### src/hdl/lcg_random_source_core_assert.svh
// Assertion macros for the LCG random source; empty in synthesis.
`ifndef LCG_RANDOM_SOURCE_CORE_ASSERT_SVH
`define LCG_RANDOM_SOURCE_CORE_ASSERT_SVH
`ifndef SYNTHESIS
`define LCG_ASSERT_ALWAYS(label, cond) \
  label: assert property (@(posedge clk) disable iff (rst) (cond)) \
    else $error("lcg check failed");
`define LCG_ASSERT_IMPLY(label, ante, cons) \
  label: assert property (@(posedge clk) disable iff (rst) (ante) |-> (cons)) \
    else $error("lcg check failed");
`define LCG_ASSERT_NEXT(label, ante, cons) \
  label: assert property (@(posedge clk) disable iff (rst) (ante) |=> (cons)) \
    else $error("lcg check failed");
`else
`define LCG_ASSERT_ALWAYS(label, cond)
`define LCG_ASSERT_IMPLY(label, ante, cons)
`define LCG_ASSERT_NEXT(label, ante, cons)
`endif
`endif

### src/hdl/lcg_pkg.sv
// Constants and operation codes for the LCG random source.
package lcg_pkg;

  localparam logic [31:0] LCG_MULT = 32'd1103515245;
  localparam logic [30:0] LCG_INC  = 31'd12345;
  localparam logic [30:0] LCG_MASK = 31'h7FFF_FFFF;

  localparam int VALUE_W = 55;

  localparam logic [1:0] OP_RAW     = 2'd0;
  localparam logic [1:0] OP_COMBINE = 2'd1;
  localparam logic [1:0] OP_BOUNDED = 2'd2;

endpackage

### src/hdl/lcg_mul.sv
// Shared 32x32 multiplier with registered product.
module lcg_mul (
  input  logic        clk,
  input  logic [31:0] a,
  input  logic [31:0] b,
  output logic [63:0] p
);

  always_ff @(posedge clk) begin
    p <= {32'b0, a} * {32'b0, b};
  end

endmodule

### src/hdl/lcg_random_source_core.sv
// LCG random source: one shared multiplier under a small sequencer.
// The result register loads after a step multiply and a step add for a raw
// draw, after four such draws on the multiplier for the combined word, after
// one draw, the scaling multiply and two fold steps for /(2^31-1) for a
// bounded draw, and straight from idle for the unused code. The next
// transaction is taken the cycle after; a stalled output holds the finish state.
// Synchronous reset: generator state goes to 1, sequencer idle, no result.
`include "lcg_random_source_core_assert.svh"

module lcg_random_source_core (
  input  logic        clk,
  input  logic        rst,
  input  logic        seed_we,
  input  logic [31:0] seed_data,
  input  logic        in_valid,
  output logic        in_stall,
  input  logic [1:0]  operation,
  input  logic [31:0] upper_limit,
  output logic        out_valid,
  input  logic        out_stall,
  output logic [54:0] value
);

  localparam logic [2:0] ST_IDLE      = 3'd0;
  localparam logic [2:0] ST_STEP_MUL  = 3'd1;
  localparam logic [2:0] ST_STEP_ADD  = 3'd2;
  localparam logic [2:0] ST_SCALE_MUL = 3'd3;
  localparam logic [2:0] ST_FOLD1     = 3'd4;
  localparam logic [2:0] ST_FOLD2     = 3'd5;
  localparam logic [2:0] ST_FINISH    = 3'd6;

  logic [2:0]  st;
  logic [31:0] gen_state;
  logic [1:0]  op_reg;
  logic [31:0] limit_reg;
  logic [1:0]  cnt;
  logic [lcg_pkg::VALUE_W-1:0] acc;
  logic [33:0] fold_x;
  logic [31:0] fold_q;

  logic [31:0] mul_a;
  logic [31:0] mul_b;
  logic [63:0] mul_p;

  logic [30:0] draw;
  logic [2:0]  fc;
  logic [31:0] fs;
  logic        fge;
  logic [31:0] quot;

  lcg_mul u_mul (
    .clk (clk),
    .a   (mul_a),
    .b   (mul_b),
    .p   (mul_p)
  );

  always_comb begin
    if (st == ST_SCALE_MUL) begin
      mul_a = limit_reg;
      mul_b = {1'b0, gen_state[30:0]};
    end else begin
      mul_a = gen_state;
      mul_b = lcg_pkg::LCG_MULT;
    end
  end

  // low 31 bits of the product plus increment, wrapping mod 2^31
  assign draw = mul_p[30:0] + lcg_pkg::LCG_INC;

  // P = a*2^31 + b = a*M + (a + b) with M = 2^31-1; fold twice then one compare
  assign fc   = fold_x[33:31];
  assign fs   = {1'b0, fold_x[30:0]} + {29'b0, fc};
  assign fge  = (fs >= {1'b0, lcg_pkg::LCG_MASK});
  assign quot = fold_q + {29'b0, fc} + {31'b0, fge};

  assign in_stall = (st != ST_IDLE);

  always_ff @(posedge clk) begin
    if (rst) begin
      st        <= ST_IDLE;
      gen_state <= 32'd1;
      out_valid <= 1'b0;
    end else begin
      if (out_valid && !out_stall && st != ST_FINISH) begin
        out_valid <= 1'b0;
      end
      if (seed_we) begin
        gen_state <= seed_data;
      end
      case (st)
        ST_IDLE: begin
          if (in_valid) begin
            op_reg    <= operation;
            limit_reg <= upper_limit;
            acc       <= '0;
            cnt       <= 2'd0;
            if (operation == lcg_pkg::OP_RAW || operation == lcg_pkg::OP_COMBINE ||
                operation == lcg_pkg::OP_BOUNDED) begin
              st <= ST_STEP_MUL;
            end else begin
              st <= ST_FINISH;
            end
          end
        end
        ST_STEP_MUL: begin
          st <= ST_STEP_ADD;
        end
        ST_STEP_ADD: begin
          gen_state <= {1'b0, draw};
          acc       <= {acc[lcg_pkg::VALUE_W-9:0], 8'b0} ^ {24'b0, draw};
          cnt       <= cnt + 2'd1;
          if (op_reg == lcg_pkg::OP_COMBINE && cnt != 2'd3) begin
            st <= ST_STEP_MUL;
          end else if (op_reg == lcg_pkg::OP_BOUNDED) begin
            st <= ST_SCALE_MUL;
          end else begin
            st <= ST_FINISH;
          end
        end
        ST_SCALE_MUL: begin
          st <= ST_FOLD1;
        end
        ST_FOLD1: begin
          fold_x <= {2'b0, mul_p[62:31]} + {3'b0, mul_p[30:0]};
          fold_q <= mul_p[62:31];
          st     <= ST_FOLD2;
        end
        ST_FOLD2: begin
          acc <= {23'b0, quot};
          st  <= ST_FINISH;
        end
        ST_FINISH: begin
          if (!out_valid || !out_stall) begin
            value     <= acc;
            out_valid <= 1'b1;
            st        <= ST_IDLE;
          end
        end
        default: begin
          st <= ST_IDLE;
        end
      endcase
    end
  end

  `LCG_ASSERT_NEXT(a_draw_31bit, st == ST_STEP_ADD, gen_state[31] == 1'b0)
  `LCG_ASSERT_NEXT(a_bounded_le_limit, st == ST_FOLD2, acc <= {23'b0, limit_reg})
  `LCG_ASSERT_IMPLY(a_single_draw, st == ST_STEP_MUL && op_reg != lcg_pkg::OP_COMBINE, cnt == 2'd0)
  `LCG_ASSERT_NEXT(a_no_overwrite, (st == ST_FINISH) && out_valid && out_stall, (st == ST_FINISH) && out_valid)

endmodule
### config.mk
export PLATFORM = sky130hd
export DESIGN_NAME = lcg_random_source_core
export DESIGN_NICKNAME = d
export VERILOG_FILES = /design/src/hdl/lcg_pkg.sv /design/src/hdl/lcg_mul.sv /design/src/hdl/lcg_random_source_core.sv
export VERILOG_INCLUDE_DIRS = /design/src /design/src/hdl
export SDC_FILE = /design/constraint.sdc
export NUM_CORES = 2
export LEC_CHECK = 0
export BUFFER_PORTS_ARGS = -buffer_cell sky130_fd_sc_hd__buf_2
export CAP_MARGIN = 20
export CORE_MARGIN = 8
export CORE_UTILIZATION = 60
export CTS_CLUSTER_SIZE = 20
export DETAILED_ROUTE_END_ITERATION = 8
export GPL_TIMING_DRIVEN = 0
export HOLD_SLACK_MARGIN = 0.1
export PLACE_DENSITY = 0.77
export SLEW_MARGIN = 20
export SYNTH_ARGS = -nofsm -noshare
export SYNTH_HDL_FRONTEND = slang
export SYNTH_SLANG_ARGS = --single-unit
### constraint.sdc
create_clock -name clk -period 13.7 [get_ports clk]
set_input_delay 1.37 -clock clk [delete_from_list [all_inputs] [get_ports clk]]
set_output_delay 1.37 -clock clk [all_outputs]
set_load 0.02 [all_outputs]
After elaboration in Yosys (flattened, before gate mapping)

Cells that the tools add are included.

Equality and inequality tests: 14
Multipliers: 1
Reductions and logical operators: 21
Divide/modulo/power cells: 0
Bitwise gates (word level): 2
Add/sub/neg operators: 6
Shift operators: 0
Muxes and demuxes: 17
Order comparisons: 1

Operators with widths:

| operator               | number |
|---|---|
| $pmux 55 s3            | 1 |
| $mux 31                | 3 |
| $mul 32x31->63         | 1 |
| $mux 55                | 1 |
| $xor 55x31->55         | 1 |
| $add 32x31->33         | 1 |
| $add 31x3->32          | 1 |
| $add 32x1->32          | 1 |
| $add 32x3->32          | 1 |
| $ge 32x31->1 const B   | 1 |
| $mux 32                | 1 |
| $add 31x14->31 const B | 1 |
| $pmux 3 s7             | 1 |
| $mux 3                 | 5 |
| $reduce_and 3->1       | 4 |
| $eq 3x3->1 const B     | 3 |
| $eq 3x2->1 const B     | 2 |
| $ne 2x2->1 const B     | 3 |
| $reduce_bool 3->1      | 2 |
| $eq 2x1->1 const B     | 2 |
| $eq 2x2->1 const B     | 2 |
| $pmux 2 s2             | 1 |
| $reduce_and 2->1       | 2 |
| $reduce_bool 2->1      | 2 |
| 12 further kinds       | 19 |

Input bits: 71
Word-level logic and storage cells: 74
Output and inout port bits: 57
Memories kept: 0
Flip-flop bits (word level): 311
Bits in latches: 0
Bits in read-only memories: 0
RAM bits: 0

Logic depth before layout (Yosys ltp)

Depth after elaboration: 6
Depth in mapped cells: 35
Mapped depth without buffers: 28

By module

A second synthesis with hierarchy kept.

Cell total of the unflattened synthesis: 4697
Area total of the unflattened synthesis: 46490.8 um^2

Modules (own cells, without submodules):

| module                 | seq. area each (um^2) | cells each | instances | area each (um^2) |
|---|---|---|---|---|
| lcg_mul                | 1281.2                | 3726       | 1         | 34415.5 |
| lcg_random_source_core | 7056.8                | 971        | 1         | 12075.3 |

Least setup slack after synthesis

Ideal clock, no wire load.

Path type: register to register
Start: register st[2]
End: register u_mul.p[60]
Period minus slack after synthesis: 8.182 ns
Cell stages (with the launch flop): 33
Path slack: 5.518 ns
Arrival: 8.087 ns
Path buffers: 6
Data required time: 13.605 ns
Setup time: 0.095 ns
Cells stage by stage: dfxtp_1 buf_2 nor2b_1 clkbuf_1 and2_1 buf_2 buf_2 buf_2 mux2i_1 nor2_1 fa_1 fa_1 fa_1 inv_1 fa_1 inv_1 fa_1 fa_1 fa_1 inv_1 fa_1 inv_1 ha_1 clkbuf_1 a21oi_1 o21ai_1 nand2b_1 a311o_1 o221a_2 nor2_4 o21ai_1 a2111o_1 o311ai_1

Cells in the longest elaborated chain, start to end: 3
Elaborated cells between the ends (all ways): 4
Those cells by class: mul (1); eq/ne (1); mux (2)

Ends and longest elaborated chain:

| what                               | line                          | RTL |
|---|---|---|
| start, declared                    | lcg_random_source_core.sv:32  | `logic [2:0] st;` |
| start signal, assigned             | lcg_random_source_core.sv:81  | `st <= ST_IDLE;` |
| start signal, assigned             | lcg_random_source_core.sv:100 | `st <= ST_STEP_MUL;` |
| start signal, assigned             | lcg_random_source_core.sv:102 | `st <= ST_FINISH;` |
| $eq 3x2->1 *                       | lcg_random_source_core.sv:59  | `if (st == ST_SCALE_MUL) begin` |
| $mux 32 or $mux 31 (tied branches) | lcg_random_source_core.sv:59  |  |
| $mul 32x31->63 *                   | lcg_mul.sv:10                 | `p <= {32'b0, a} * {32'b0, b};` |
| end signal, assigned               | lcg_mul.sv:10                 |  |
| end, declared                      | lcg_mul.sv:6                  | `output logic [63:0] p` |

Mark *: on every way between the ends. The rest lies on a longest branch, timed or not.
A chain may end at the register's enable or synchronous reset.

Worst setup path in the final report

Start: register st[2]
End: register u_mul.p[58]

The elaborated chain is that of the path after synthesis.

==> flow_summary_export.csv <==
group,metric,value,unit
final_layout,largestRegisters,"u_mul.p: 63 flops, acc: 55 flops, value: 55 flops",
clock_tree,cts_buffers,28,
clock_tree,cts-root-buf,"clkbuf_16",
final_layout,final_layout_size_suffix_gt1_frac,0.0579,
floorplan,fp.dieW,291,microns
synthesis,synth_top_family_by_area,"adder cells",
final_layout,mostFrequentLayoutCells,"fa_1, inv_1, nand2_1",
route,vias_per_cell,6.37,
final_layout,synthToLayoutAreaGrowth,6.97,%
synthesis,synthesis.area,45200,sq um
setup_path,cp_data_arrival_time,12.47,ns
floorplan,start_util,0.606,
clock_tree,clk-insertion-delay-late,0.58,ns
setup_path,crit_path_start,"st[2]$_SDFFE_PP0P_",
grt,track_usage,0.441,
setup_path,r2r_slack,1.68,ns
clock_tree,cts_tree,"yes",
setup_path,cp-endpoint,"u_mul.p[58]$_DFF_P_",
setup_path,path_class,"register to register",
setup_path,path_delay_family,"adder cells",
floorplan,die_area,84400,sq um
route,first_pass_iters,8,
setup_path,r2r-start,"st[2]$_SDFFE_PP0P_",
synthesis,synthArstFlopShare,0,
floorplan,coreArea,74600,sq um
grt,grt_pass1_vias,38000,
timing,rsz0062_at_grt,"no",
floorplan,rows,100,
final_layout,top_register,"u_mul.p",
synthesis,ys_ff_latch,310,
hold_path,min_path_type,"register to register",
outcome,run_status,"finished, final reports clean",
timing,setup_viol,0,
timing,slew_viol_final,0,
route,vias,37400,
final_layout,fillerInstances,6169,
setup_path,crit_cells,28,
setup_path,critPathMaxFanout,10,
synthesis,synthAdderAreaFrac,0.466,
synthesis,muxShareOfSynthArea,0.00996,
route,drc,0,
setup_path,rr_worst_depth,28,
clock_tree,cts.clk_slew.worst_paths,0.07,ns
clock_tree,cts_setup_buffers,0,
clock_tree,cts.sinks,310,
synthesis,synth_edf_count,211,
clock_tree,cts_resized,0,
route,finalWirelength,187000,microns
synthesis,ys_types,78,
route,drt_iter0_markers,5132,
synthesis,postSynthCellCount,4693,
placed_design,gp_congestion,1.13,
synthesis,ys.flop_type,"edfxtp_1",
route,routedWlPerCell,31.8,microns
setup_path,max_stage_delay,0.95,ns
synthesis,synth.avg_cell_area,9.64,sq um
placed_design,hpwl,152000,microns
timing,timing.fmax,83.2,MHz
synthesis,ys_seq_area_frac,0.184,
final_layout,layout_commonest_cell,"fa_1",
clock_tree,hold_buffers,0,
setup_path,crit_path_start_kind,"register",
grt,overflow,0,
clock_tree,htreeDepth,1,
floorplan,die_y,291,microns
synthesis,synth-xor-area-share,0.0331,
timing,worstMarginPinSlew,1.34,ns
setup_path,slowest_stage,"nor2_1",
route,ant_nets,0,
final_layout,largest_reg_flops,63,
synthesis,synth_fp_nets,5926,
setup_path,crit_top_cell,"fa_1",
final_layout,stdcell_area,48400,sq um
grt,antenna_found_initial,30,
timing,tns,0,ns
timing,finalCriticalPeriod,12.02,ns
placed_design,portBuffers,126,
synthesis,synth-simple-area-share,0.158,
setup_path,crit_buf_inv,6,
timing,slew_headroom,0.0804,
timing,clock_skew,0.0189,ns
setup_path,end_kind,"register",
flow_run,drv_cap,0,
clock_tree,clockBufferDepth,3,
final_layout,layout.nets,6097,
setup_path,cp.required,14.15,ns
placed_design,dpl_cell_area,47400,sq um
grt,grt_max_degree,56,
grt,grt_first_pass_wirelength,267000,microns
timing,finalCritPeriodShare,0.877,
setup_path,r2r_end,"u_mul.p[58]$_DFF_P_",
synthesis,synth_warnings,0,
synthesis,synth_compound_area_frac,0.0614,
timing,final-hold-violation-count,0,
floorplan,io_pins,128,
## layer usage
| metal | share of wire | track usage | wire length [microns] |
|---|---|---|---|
| met5 | 0.00057 | 0.00174 | 107 |
| met4 | 0.092 | 0.297 | 17300 |
| met3 | 0.16 | 0.190 | 30300 |
| met2 | 0.40 | 0.610 | 74500 |
| met1 | 0.35 | 0.556 | 65000 |
## cell usage after synthesis, drive strengths merged, types with 83 or more instances
library cell / instances / share of area
fa: 870 / 0.39
inv: 827 / 0.069
nand2: 658 / 0.055
nor2: 313 / 0.026
ha: 292 / 0.081
and2: 233 / 0.032
edfxtp: 211 / 0.14
clkbuf: 200 / 0.017
and3: 147 / 0.020
a21oi: 113 / 0.013
dfxtp: 99 / 0.044
xnor2: 88 / 0.017
xor2: 83 / 0.016
## logic make-up after synthesis
group | after synthesis
AOI/OAI and AO/OA | 420
muxes | 44
adders and majority gates | 1162
DFF | 310
and+or+nand+nor | 1533
xor gates and xnor gates | 171
buffers and inverters | 1053
## worst reg2reg max path: cells and delay by family, from the launching register on
family	cells	cell delay, ns
flip-flops	1	0.30
adder cells (fa/ha/maj)	9	4.56
AND/OR/NAND/NOR	5	2.23
AO/OA/AOI/OAI	7	2.61
buffers and inverters	6	2.03
XOR/XNOR	1	0.19
## area by class of cell
type	instances	area (sq um)	share of cell area
well taps	969	1210	0.0251
flip-flops and latches	310	8320	0.172
inverters	827	3100	0.0642
repair buffers	141	827	0.0171
clock inverters	17	121	0.00251
plain buffers	226	896	0.0185
clock buffers	33	805	0.0166
diodes	25	62.6	0.00129
multi-input cells	3330	33000	0.683
## worst min-delay path by stage
| stage | start | to | slack [ns] | cells past startpoint |
|---|---|---|---|---|
| detailed placement | acc[48]$_DFFE_PP_ | value[48]$_DFFE_PP_ | 0.41 | 0 |
| floorplan | acc[47]$_DFFE_PP_ | value[47]$_DFFE_PP_ | 0.40 | 0 |
| CTS | acc[51]$_DFFE_PP_ | value[51]$_DFFE_PP_ | 0.42 | 0 |
| global placement | acc[48]$_DFFE_PP_ | value[48]$_DFFE_PP_ | 0.40 | 0 |
| finish | acc[51]$_DFFE_PP_ | value[51]$_DFFE_PP_ | 0.42 | 0 |
| global route | acc[51]$_DFFE_PP_ | value[51]$_DFFE_PP_ | 0.43 | 0 |
## metrics by stage
step,cells,utilization,worst slack (ns),hold slack [ns]
2_1_floorplan,4693,-,5.52,0.400
3_3_place_gp,5788,0.631,2.23,0.401
3_5_place_dp,5803,0.635,2.45,0.406
4_1_cts,5853,0.648,2.38,0.422
5_1_grt,5859,0.648,1.71,0.427
6_report,5878,0.649,1.68,0.420
Power is not shown: default switching activity piles up to over one toggle a cycle in this logic, so the estimate is an artifact.
